`src/rtl/core/hss_pkg.sv`:
```
// ----------------------------------------------------------------------------
// hss_pkg: shared definitions of the heightmap slope shading unit
// Types, constants and register codes used by the front, queue and back parts.
// ----------------------------------------------------------------------------
package hss_pkg;

	localparam int QDEPTH      = 8;
	localparam int QAW         = $clog2(QDEPTH);
	localparam int CNTW        = QAW + 1;
	localparam int FRONT_DEPTH = 4;
	localparam int SQ_STEPS    = 31;
	localparam int DIV_STEPS   = 17;

	localparam logic [15:0]        SIN60_Q    = 16'd56756;
	// Negated product of the light factor 75 and the sun vector component 37837.
	localparam logic signed [23:0] SHADE_GAIN = -24'sd2837775;
	localparam logic signed [23:0] FLAT_SHADE = 24'sd2837775;

	localparam logic [0:0] CFG_TRIANGLE_WIDTH = 1'd0;
	localparam logic [0:0] CFG_HEIGHT_FACTOR  = 1'd1;

	typedef struct packed {
		logic [7:0] triangle_width;
		logic [4:0] height_factor;
	} hss_cfg_t;

	typedef struct packed {
		logic [61:0] sum;
		logic [29:0] xmag;
		logic        xneg;
		logic [29:0] ymag;
		logic        yneg;
		logic [23:0] zmag;
		logic        twnz;
	} hss_item_t;

	typedef struct packed {
		logic            empty;
		logic [CNTW-1:0] count;
	} hss_qstat_t;

endpackage

```
`src/rtl/core/hss_fifo.sv`:
```
// ----------------------------------------------------------------------------
// hss_fifo: queue between front and back
// Small register-file queue with a registered read port.
// ----------------------------------------------------------------------------
module hss_fifo (
	input  logic                clk,
	input  logic                arst_n,
	input  logic                push,
	input  hss_pkg::hss_item_t  wdata,
	input  logic                pop,
	output hss_pkg::hss_item_t  rdata,
	output logic                rvalid,
	output hss_pkg::hss_qstat_t stat
);

	hss_pkg::hss_item_t             mem [hss_pkg::QDEPTH];
	logic [hss_pkg::QAW-1:0]        wr_ptr_q, rd_ptr_q;
	logic [hss_pkg::CNTW-1:0]       count_q;
	logic                           rvalid_q;
	hss_pkg::hss_item_t             rdata_q;

	always_ff @(posedge clk or negedge arst_n) begin
		if (!arst_n) begin
			wr_ptr_q <= '0;
			rd_ptr_q <= '0;
			count_q  <= '0;
			rvalid_q <= 1'b0;
		end else begin
			if (push)
				wr_ptr_q <= wr_ptr_q + 1'b1;
			if (pop)
				rd_ptr_q <= rd_ptr_q + 1'b1;
			count_q  <= count_q + hss_pkg::CNTW'(push) - hss_pkg::CNTW'(pop);
			rvalid_q <= pop;
		end
	end

	always_ff @(posedge clk) begin
		if (push)
			mem[wr_ptr_q] <= wdata;
		if (pop)
			rdata_q <= mem[rd_ptr_q];
	end

	assign rdata      = rdata_q;
	assign rvalid     = rvalid_q;
	assign stat.empty = (count_q == '0);
	assign stat.count = count_q;

`ifndef SYNTH
	a_no_overflow: assert property (@(posedge clk) disable iff (!arst_n)
		push |-> (count_q != hss_pkg::CNTW'(hss_pkg::QDEPTH)) || pop)
		else $error("queue written while full");
	a_no_underflow: assert property (@(posedge clk) disable iff (!arst_n)
		pop |-> count_q != '0)
		else $error("queue read while empty");
	a_count_track: assert property (@(posedge clk) disable iff (!arst_n)
		(push && !pop) |=> count_q == $past(count_q) + 1'b1)
		else $error("queue count lost a beat");
`endif

endmodule

```
`config.mk`:
```
export PLATFORM = sky130hd
export DESIGN_NAME = hss_fifo
export DESIGN_NICKNAME = d
export VERILOG_FILES = /design/src/rtl/core/hss_pkg.sv /design/src/rtl/core/hss_fifo.sv
export SDC_FILE = /design/constraint.sdc
export NUM_CORES = 1
export LEC_CHECK = 0
export BUFFER_PORTS_ARGS = -buffer_cell sky130_fd_sc_hd__buf_2
export CAP_MARGIN = 20
export CORE_ASPECT_RATIO = 2
export CORE_MARGIN = 3
export CORE_UTILIZATION = 35
export CTS_CLUSTER_DIAMETER = 200
export DETAILED_ROUTE_END_ITERATION = 10
export MAX_ROUTING_LAYER = met4
export PLACE_DENSITY = 0.59
export SLEW_MARGIN = 10
export SYNTH_ARGS = -nofsm -noshare
export SYNTH_HDL_FRONTEND = slang
export SYNTH_SLANG_ARGS = --single-unit
export TNS_END_PERCENT = 20
```
`constraint.sdc`:
```
create_clock -name clk -period 13.8 [get_ports clk]
set_clock_uncertainty 0.1 [all_clocks]
set_input_delay 0 -clock clk [delete_from_list [all_inputs] [get_ports clk]]
set_output_delay 0 -clock clk [all_outputs]
set_load 0.005 [all_outputs]
```
==> impl_metrics.yaml <==
placed_design:
  portBuffers: 307
  place_congestion: 0.690
  hpwlAfterDp_um: 56800
finish:
  final_cell_mix: "1341 x edfxtp_1, 306 x buf_2, 298 x mux4_2"
  nNetsFinal: 2759
  final_common_cell: "edfxtp_1"
  layout-drive-gt1-share: 0.371
  syn_to_final_growth_pct: 21.6
global_route:
  grt_use_met2: 0.281
  grtUsageTotal: 0.157
  grt_pass1_wl_um: 165000
  grt_max_degree: 147
  first_global_vias: 25100
  grt_util_met1: 0.180
  grt_most_used_layer: "met2"
  overflow: 0
  grt_util_met3: 0.0308
  antenna_found_initial: 15
timing:
  slew_headroom: 0.273
  setup_viol: 0
  drv_slew: 0
  hold_viol_final: 0
  post-route-period-util: 0.289
  fmax_ghz: 0.251
  worst_pin_slew_ps: 1090
  tns_ps: 0
  grt_setup_unrepaired: "false"
  layout_min_cycle_time_ps: 3990
setup_path:
  cp-end-kind: "flop"
  r2r_start: "rd_ptr_q[0]"
  required_ps: 14160
  r2r_end: "rdata[108]"
  cp_max_fo: 42
  crit_end: "rdata[108]"
  start_kind: "flop"
  worstSetupPathType: "flop to flop"
  arrival_ps: 4340
  rrSetupSlack_ps: 9810
  rr_worst_depth: 5
  worstSetupStartpoint: "rd_ptr_q[0]"
cts:
  h-tree-depth: 3
  numCtsBuffers: 117
  clock_path_buffers: 3
  post_cts_buffers: 0
  insertion_delay_ps: 740
  clkTransAtPathRegs_ps: 70
  cts_sinks: 1352
  cts_tree: "built"
  cts_root_buf: "clkbuf_16"
route:
  firstDrtPassIters: 4
  totalWireLength_um: 112000
  postRouteAntennaNets: 0
  wl_per_cell_um: 24.4
  avgViaCountPerCell: 4.89
  drc: 0
  drtIter0Drc: 1520
  vias: 22400
yosys:
  synthCells: 1924
  syn_nets: 2085
  synth.avg_cell_area_um2: 25.8
  ys_types: 20
  synth_seq_area_share: 0.815
  netlist_area_um2: 49700
  synth-seq-cells: 1352
  yosys_warnings: 0
floorplan:
  chipWidth_um: 273
  fp-row-count: 195
  floorplan.initialDensity: 0.353
  die_area_um2: 147000
  die_y_um: 539
  core-area_um2: 141000
  boundaryPins: 308
power:
  finalPower_mw: 12.0
  p_per_area_nw_per_um2: 198
  peakVddDrop_mv: 0.131
  power_leakage_nw: 19.6
job:
  maxCapViolations: 0
hold_path:
  hold_path.class: "primary input to flop"
outcome:
  status: "complete, no violations"
[logic make-up (layout without fill, tap and decap cells)]
| group | count (synthesis) | count (layout) | synth area share |
|---|---|---|---|
| flip-flops | 1352 | 1352 | 0.815 |
| multiplexers | 449 | 449 | 0.169 |
| buffers and inverters | 91 | 863 | 0.0106 |
| AND/OR/NAND/NOR | 16 | 16 | 0.00146 |
| adder cells (fa/ha/maj) | 8 | 8 | 0.00216 |
| XOR/XNOR | 6 | 6 | 0.00106 |
| AO/OA/AOI/OAI | 2 | 2 | 0.000252 |
| other | 0 | 15 | 0 |
[repair_timing]
action                                  CTS  global route
hold buffers                            286             0
endpoints found under the hold margin  1239             0
resized for setup                         0             0
[final cells by class]
type / instances / area (um2)
Tap cell: 1871 / 2340
Fill cell: 12200 / 80500
Timing Repair Buffer: 638 / 4890
Antenna cell: 15 / 37.5
Inverter: 8 / 30.0
Clock inverter: 82 / 920
Clock buffer: 135 / 3000
Sequential cell: 1352 / 40600
Multi-Input combinational cell: 481 / 8710
[layer usage]
metal / vias to the layer above / share of wire
li1: 9623 / -
met1: 12100 / 0.38
met4: 0 / 0.022
met2: 556 / 0.54
met3: 154 / 0.052
met5: - / 0
[where the power goes]
group	internal [mW]	switching [mW]	leakage (nW)
combinational	1.50	1.46	5.32
clock	1.84	1.52	1.86
sequential	5.41	0.272	12.4
total	8.75	3.25	19.6
[sequential cells by signal, indices dropped and copies added (netlist names)]
name      flops
wr_ptr_q      3
rd_ptr_q      3
rdata       149
rvalid        1
count_q       4
mem        1192
[critical path, cell delays in order (launching register included)]
cell and delay, ps:
dfrtp_4 990, buf_4 810, buf_4 640, buf_12 300, mux4_2 540, mux2_2 290
[worst min-delay path by stage]
stage / startpoint / endpoint / slack [ps] / depth (start not counted)
5_1_grt: wdata[124] / mem[5][124] / 20 / 2
3_3_place_gp: arst_n / rvalid / -200 / 1
6_report: wdata[102] / mem[4][102] / 60 / 2
4_1_cts: wdata[4] / mem[4][4] / 1 / 2
3_5_place_dp: arst_n / rvalid / -190 / 1
2_1_floorplan: arst_n / count_q[0] / -400 / 0
[synthesized netlist by cell type]
library cell / n / area [um2]
ha_1: 7 / 87.6
nor3_1: 2 / 10.0
clkbuf_1: 29 / 109
buf_2: 15 / 75.1
edfxtp_1: 1341 / 40300
dfrtp_1: 11 / 275
buf_1: 17 / 63.8
a21o_1: 1 / 7.51
nand2_1: 4 / 15.0
fa_1: 1 / 20.0
xor2_1: 3 / 26.3
a21oi_1: 1 / 5.00
mux4_2: 298 / 6710
buf_6: 22 / 248
mux2_2: 151 / 1700
nand2b_1: 3 / 18.8
xnor2_1: 3 / 26.3
inv_1: 8 / 30.0
and3_1: 1 / 6.26
nor2_1: 6 / 22.5
[metrics by stage]
step | setup WS [ps] | instance area, um2 | hold WS, ps | utilization | cells
floorplan | 2240 | 49700 | -396 | - | 1924
global placement | 9640 | 53600 | -196 | 0.380 | 4061
detailed placement | 9520 | 53600 | -188 | 0.380 | 4061
CTS | 9490 | 60400 | 1.28 | 0.428 | 4564
global route | 9410 | 60500 | 23.9 | 0.429 | 4582
finish | 9810 | 60500 | 60.6 | 0.429 | 4582
No activity file was read; power rests on OpenSTA's default activity.
