### config.mk
export PLATFORM = sky130hd
export DESIGN_NAME = hss_front
export DESIGN_NICKNAME = d
export VERILOG_FILES = /design/src/rtl/core/hss_pkg.sv /design/src/rtl/core/hss_front.sv
export SDC_FILE = /design/constraint.sdc
export NUM_CORES = 2
export LEC_CHECK = 0
export ABC_AREA = 0
export BUFFER_PORTS_ARGS = -buffer_cell sky130_fd_sc_hd__clkbuf_2
export CELL_PAD_IN_SITES_DETAIL_PLACEMENT = 1
export CELL_PAD_IN_SITES_GLOBAL_PLACEMENT = 2
export CORE_AREA = 10 10 470 288
export CTS_CLUSTER_SIZE = 14
export DETAILED_ROUTE_END_ITERATION = 16
export DIE_AREA = 0 0 480 298
export PLACE_DENSITY = 0.8
export SKIP_CTS_REPAIR_TIMING = 1
export SLEW_MARGIN = 40
export SYNTH_ARGS = -nofsm -noshare
export SYNTH_HDL_FRONTEND = slang
export SYNTH_SLANG_ARGS = --single-unit
export TNS_END_PERCENT = 100
### constraint.sdc
create_clock -name clk -period 6.6 [get_ports clk]
set_input_delay 0.33 -clock clk [delete_from_list [all_inputs] [get_ports clk]]
set_output_delay 0.33 -clock clk [all_outputs]
set_load 0.01 [all_outputs]
### src/rtl/core/hss_pkg.sv
// ----------------------------------------------------------------------------
// hss_pkg: shared definitions of the heightmap slope shading unit
// Types, constants and register codes used by the front, queue and back parts.
// ----------------------------------------------------------------------------
package hss_pkg;

	localparam int QDEPTH      = 8;
	localparam int QAW         = $clog2(QDEPTH);
	localparam int CNTW        = QAW + 1;
	localparam int FRONT_DEPTH = 4;
	localparam int SQ_STEPS    = 31;
	localparam int DIV_STEPS   = 17;

	localparam logic [15:0]        SIN60_Q    = 16'd56756;
	// Negated product of the light factor 75 and the sun vector component 37837.
	localparam logic signed [23:0] SHADE_GAIN = -24'sd2837775;
	localparam logic signed [23:0] FLAT_SHADE = 24'sd2837775;

	localparam logic [0:0] CFG_TRIANGLE_WIDTH = 1'd0;
	localparam logic [0:0] CFG_HEIGHT_FACTOR  = 1'd1;

	typedef struct packed {
		logic [7:0] triangle_width;
		logic [4:0] height_factor;
	} hss_cfg_t;

	typedef struct packed {
		logic [61:0] sum;
		logic [29:0] xmag;
		logic        xneg;
		logic [29:0] ymag;
		logic        yneg;
		logic [23:0] zmag;
		logic        twnz;
	} hss_item_t;

	typedef struct packed {
		logic            empty;
		logic [CNTW-1:0] count;
	} hss_qstat_t;

endpackage

### src/rtl/core/hss_front.sv
// ----------------------------------------------------------------------------
// hss_front: normal vector front end
// Combines the six slopes into the normal and its squared length.
// ----------------------------------------------------------------------------
module hss_front (
	input  logic                clk,
	input  logic                arst_n,
	input  logic                accept,
	input  logic signed [7:0]   slope_left,
	input  logic signed [7:0]   slope_right,
	input  logic signed [7:0]   slope_top_left,
	input  logic signed [7:0]   slope_top_right,
	input  logic signed [7:0]   slope_bottom_left,
	input  logic signed [7:0]   slope_bottom_right,
	input  hss_pkg::hss_cfg_t   cfg,
	output logic                push,
	output hss_pkg::hss_item_t  item
);

	logic signed [10:0] a_c;
	logic signed [9:0]  b_c;

	logic              valid_s1, valid_s2, valid_s3, valid_s4;
	logic [9:0]        amag_s1;
	logic [8:0]        bmag_s1;
	logic              aneg_s1, bneg_s1;
	logic [14:0]       ha_s2;
	logic [13:0]       hb_s2;
	logic              aneg_s2, bneg_s2;
	logic [7:0]        tw_s2;
	logic [29:0]       ya_s3, hasq_s3, xmag_s3;
	logic [15:0]       twsq_s3;
	logic [23:0]       zmag_s3, zmag_s4;
	logic              aneg_s3, bneg_s3, twnz_s3;
	logic [59:0]       ysq_s4;
	logic [61:0]       part_s4;
	logic [29:0]       xmag_s4, ymag_s4;
	logic              aneg_s4, bneg_s4, twnz_s4;

	// x carries right and left fully and the diagonals at half weight, so x is
	// counted in halves here.
	assign a_c = ((11'(slope_right) - 11'(slope_left)) <<< 1)
		+ 11'(slope_top_right) - 11'(slope_top_left)
		+ 11'(slope_bottom_right) - 11'(slope_bottom_left);
	assign b_c = 10'(slope_bottom_left) + 10'(slope_bottom_right)
		- 10'(slope_top_left) - 10'(slope_top_right);

	always_ff @(posedge clk or negedge arst_n) begin
		if (!arst_n) begin
			valid_s1 <= 1'b0;
			valid_s2 <= 1'b0;
			valid_s3 <= 1'b0;
			valid_s4 <= 1'b0;
		end else begin
			valid_s1 <= accept;
			valid_s2 <= valid_s1;
			valid_s3 <= valid_s2;
			valid_s4 <= valid_s3;
		end
	end

	always_ff @(posedge clk) begin
		amag_s1 <= a_c[10] ? 10'(-a_c) : 10'(a_c);
		bmag_s1 <= b_c[9] ? 9'(-b_c) : 9'(b_c);
		aneg_s1 <= a_c[10];
		bneg_s1 <= b_c[9];

		ha_s2   <= 15'(cfg.height_factor) * 15'(amag_s1);
		hb_s2   <= 14'(cfg.height_factor) * 14'(bmag_s1);
		aneg_s2 <= aneg_s1;
		bneg_s2 <= bneg_s1;
		tw_s2   <= cfg.triangle_width;

		ya_s3   <= 30'(hb_s2) * 30'(hss_pkg::SIN60_Q);
		hasq_s3 <= 30'(ha_s2) * 30'(ha_s2);
		twsq_s3 <= 16'(tw_s2) * 16'(tw_s2);
		xmag_s3 <= {ha_s2, 15'd0};
		zmag_s3 <= {tw_s2, 16'd0};
		aneg_s3 <= aneg_s2;
		bneg_s3 <= bneg_s2;
		twnz_s3 <= (tw_s2 != 8'd0);

		ysq_s4  <= 60'(ya_s3) * 60'(ya_s3);
		part_s4 <= 62'({hasq_s3, 30'd0}) + 62'({twsq_s3, 32'd0});
		xmag_s4 <= xmag_s3;
		ymag_s4 <= ya_s3;
		zmag_s4 <= zmag_s3;
		aneg_s4 <= aneg_s3;
		bneg_s4 <= bneg_s3;
		twnz_s4 <= twnz_s3;
	end

	assign push      = valid_s4;
	assign item.sum  = 62'(ysq_s4) + part_s4;
	assign item.xmag = xmag_s4;
	assign item.xneg = aneg_s4;
	assign item.ymag = ymag_s4;
	assign item.yneg = bneg_s4;
	assign item.zmag = zmag_s4;
	assign item.twnz = twnz_s4;

endmodule

==> out/results.tsv <==
stage	metric	value	unit
logic_synthesis	post-synthesis sequential area ratio	12.5	%
cells_and_area	Area Overhead vs Synth	17.9	%
grt	GRT Util Overall	19.9	%
critical_path	CP Class	reg2reg	
sta	RSZ-0062 raised after global routing	true	
detailed_routing	Vias/cell	4.74	
cells_and_area	most frequent cells in the layout	inv_1, fa_1, ha_1	
clocking	H-tree depth	2	
floorplan	core area	0.126	mm²
grt	number of global-route vias before repair	39200	
clocking	clock root cell	clkbuf_16	
place	post-place instance area	0.0535	mm²
sta	hold slack	0.0249	ns
critical_path	startpoint types	flop	
cells_and_area	layout cells sized above 1	17.2	%
logic_synthesis	Post-synth top flop	dfxtp_1	
cells_and_area	Multi-input gate area	0.0370	mm²
grt	grt total ovfl	0	
critical_path	critical path required time	7.08	ns
cells_and_area	Final Cell Area	0.0564	mm²
cells_and_area	most common cell after layout, fill and taps aside	inv_1	
floorplan	DIE HEIGHT	298	µm
logic_synthesis	post-synthesis instance total	4997	
detailed_routing	first-pass iteration count of the detailed router	5	
sta	Slew Limit Fails	0	
sta	Final setup viols	20	
logic_synthesis	Post-synth EDFFs	0	
cells_and_area	layout net count	7094	
logic_synthesis	count of different cell masters after synthesis	87	
critical_path	Max FO, Critical Path	5	
sta	Hold Fails Final Rpt	0	
logic_synthesis	ys async rst share	1.35	%
logic_synthesis	#FFs+latches synth	297	
sta	FMAX	145	MHz
detailed_routing	WL per Instance	19.6	µm
critical_path	most used cell, CP	inv_1	
detailed_routing	DRT iter0 DRCs	1634	
logic_synthesis	area fraction of the dominant cell type after synthesis	39.2	%
floorplan	die width	480	µm
critical_path	CP delay by family, top	adder cells	
detailed_routing	DR vias	34500	
grt	largest net degree at the start of global routing	21	
sta	final worst path period need	6.88	ns
cells_and_area	flip-flop and latch area	0.00606	mm²
critical_path	CP max-delay cell	fa_2	
place	port bufs	175	
outcome	status	finished with violations	
cells_and_area	fill count	14400	
logic_synthesis	area leader, netlist	fa_1	
sta	Setup WS post-layout	-0.276	ns
floorplan	Die ar.	0.143	mm²
detailed_routing	Routed WL	143000	µm
critical_path	Buf/Inv on CP	8	
grt	first-pass GRT wire length	226000	µm
place	HPWL Detailed	123000	µm
detailed_routing	number of routed nets with antenna violations	0	
floorplan	Initial Utilization	37.9	%
run	Max Cap Viol	0	
clocking	Num CTS Buffers	37	
clocking	Worst-Skew Late Latency	0.61	ns
logic_synthesis	Avg Cell Area, Syn	9.57	µm²
cells_and_area	post-layout utilization of the core	44.7	%
detailed_routing	# DRC	0	
critical_path	CP Data Arrival Time	7.36	ns
clocking	TritonCTS Sinks	297	
logic_synthesis	Synth warnings	0	
floorplan	I/O pin total	214	
worst_hold_path	hold crit path type	in2reg	
grt	antenna violations before repair	7	
sta	Tcrit/Tclk final	104	%
sta	Worst-Margin Slew	0.710	ns
sta	worst relative slew slack	52.3	%
critical_path	crit end category	flop	
outcome	failing checks	negative setup slack	
clocking	Clk pin slew, worst setup/hold paths	0.07	ns
place	GP Congestion	0.890	
critical_path	Max stage delay on crit path	0.56	ns
sta	worst clock skew	0.0279	ns
logic_synthesis	synthesized area	0.0478	mm²
place	Place WS	-0.797	ns
floorplan	FP Rows	101	
logic_synthesis	Synth area leaders	fa_1, ha_1, dfxtp_1	
clocking	TritonCTS clock tree	yes	
clocking	clock tree buffer depth	3	
==> area by class of cell <==
cell class / instances / share of cell area [%]
Tap cell: 1699 / 3.77
Antenna cell: 2 / 0.00887
Timing Repair Buffer: 659 / 8.87
Sequential cell: 297 / 10.7
Clock buffer: 41 / 1.74
Multi-Input combinational cell: 3248 / 65.6
Clock inverter: 25 / 0.616
Inverter: 1295 / 8.63
==> through the flow <==
stage / instances / setup TNS (ns)
6_report: 7266 / -3.43
3_3_place_gp: 7164 / -11.02
5_1_grt: 7265 / -8.72
2_1_floorplan: 5034 / 0
3_5_place_dp: 7164 / -14.63
4_1_cts: 7230 / -15.03
==> worst paths after layout <==
path | startpoint | end | slack, ns | cells past startpoint
setup / recovery | ya_s3[8]$_DFF_P_ | ysq_s4[56]$_DFF_P_ | -0.28 | 26
hold / removal | slope_bottom_left[1] | bmag_s1[0]$_DFF_P_ | 0.02 | 2
setup reg to reg | ya_s3[8]$_DFF_P_ | ysq_s4[56]$_DFF_P_ | -0.28 | 26
hold reg to reg | zmag_s3[17]$_DFF_P_ | zmag_s4[17]$_DFF_P_ | 0.33 | 0
max in group asynchronous | arst_n | valid_s2$_DFF_PN0_ | 6.37 | 2
min in group asynchronous | arst_n | valid_s1$_DFF_PN0_ | 0.10 | 2
==> routing by layer <==
metal  wire (µm)  up-vias  global-route usage [%]
met5         149        -                       0
met4        2280       10                    3.20
met3       10300      116                    5.03
met2       57500      740                    28.1
met1       72300    17600                    30.5
li1            -    16000                       -
==> cells by family after synthesis <==
group | Yosys count | share of synthesized area, %
flip-flops | 297 | 12.5
other | 1 | 0.00784
XOR/XNOR | 243 | 4.46
buffers and inverters | 1489 | 12.2
AND/OR/NAND/NOR | 986 | 10.2
multiplexers | 4 | 0.0915
adder cells (fa/ha/maj) | 1492 | 53.7
AO/OA/AOI/OAI | 485 | 6.81
==> sequential cells by signal, summed over array words and instances, names as in the netlist, 15 cells and up <==
name     count
twsq_s3     15
hasq_s3     29
part_s4     29
ysq_s4      54
xmag_s4     15
ha_s2       15
ya_s3       28
ymag_s4     28
==> cell usage after synthesis (5+ instances only) <==
| master | number |
|---|---|
| nor2_1 | 133 |
| nand2_1 | 379 |
| a211o_1 | 6 |
| and2_1 | 280 |
| a211oi_1 | 11 |
| xnor2_1 | 160 |
| nand4_1 | 19 |
| a21o_1 | 83 |
| xor2_1 | 82 |
| clkbuf_1 | 121 |
| dfxtp_1 | 293 |
| ha_1 | 554 |
| o211ai_1 | 6 |
| a31oi_1 | 23 |
| o21ai_0 | 62 |
| nor3b_1 | 5 |
| o21bai_1 | 38 |
| buf_4 | 68 |
| o21ai_1 | 8 |
| nand3_1 | 33 |
| nor3_1 | 23 |
| and3_1 | 22 |
| nand4b_1 | 5 |
| fa_1 | 938 |
| nor2b_1 | 37 |
| a31o_2 | 6 |
| a21oi_1 | 154 |
| inv_1 | 1294 |
| nand2b_1 | 23 |
| o21a_1 | 16 |
| or2_2 | 7 |
Power is left out: the tool's default activity adds up to more than one toggle a clock period on the data nets, which glitch-free logic cannot reach.
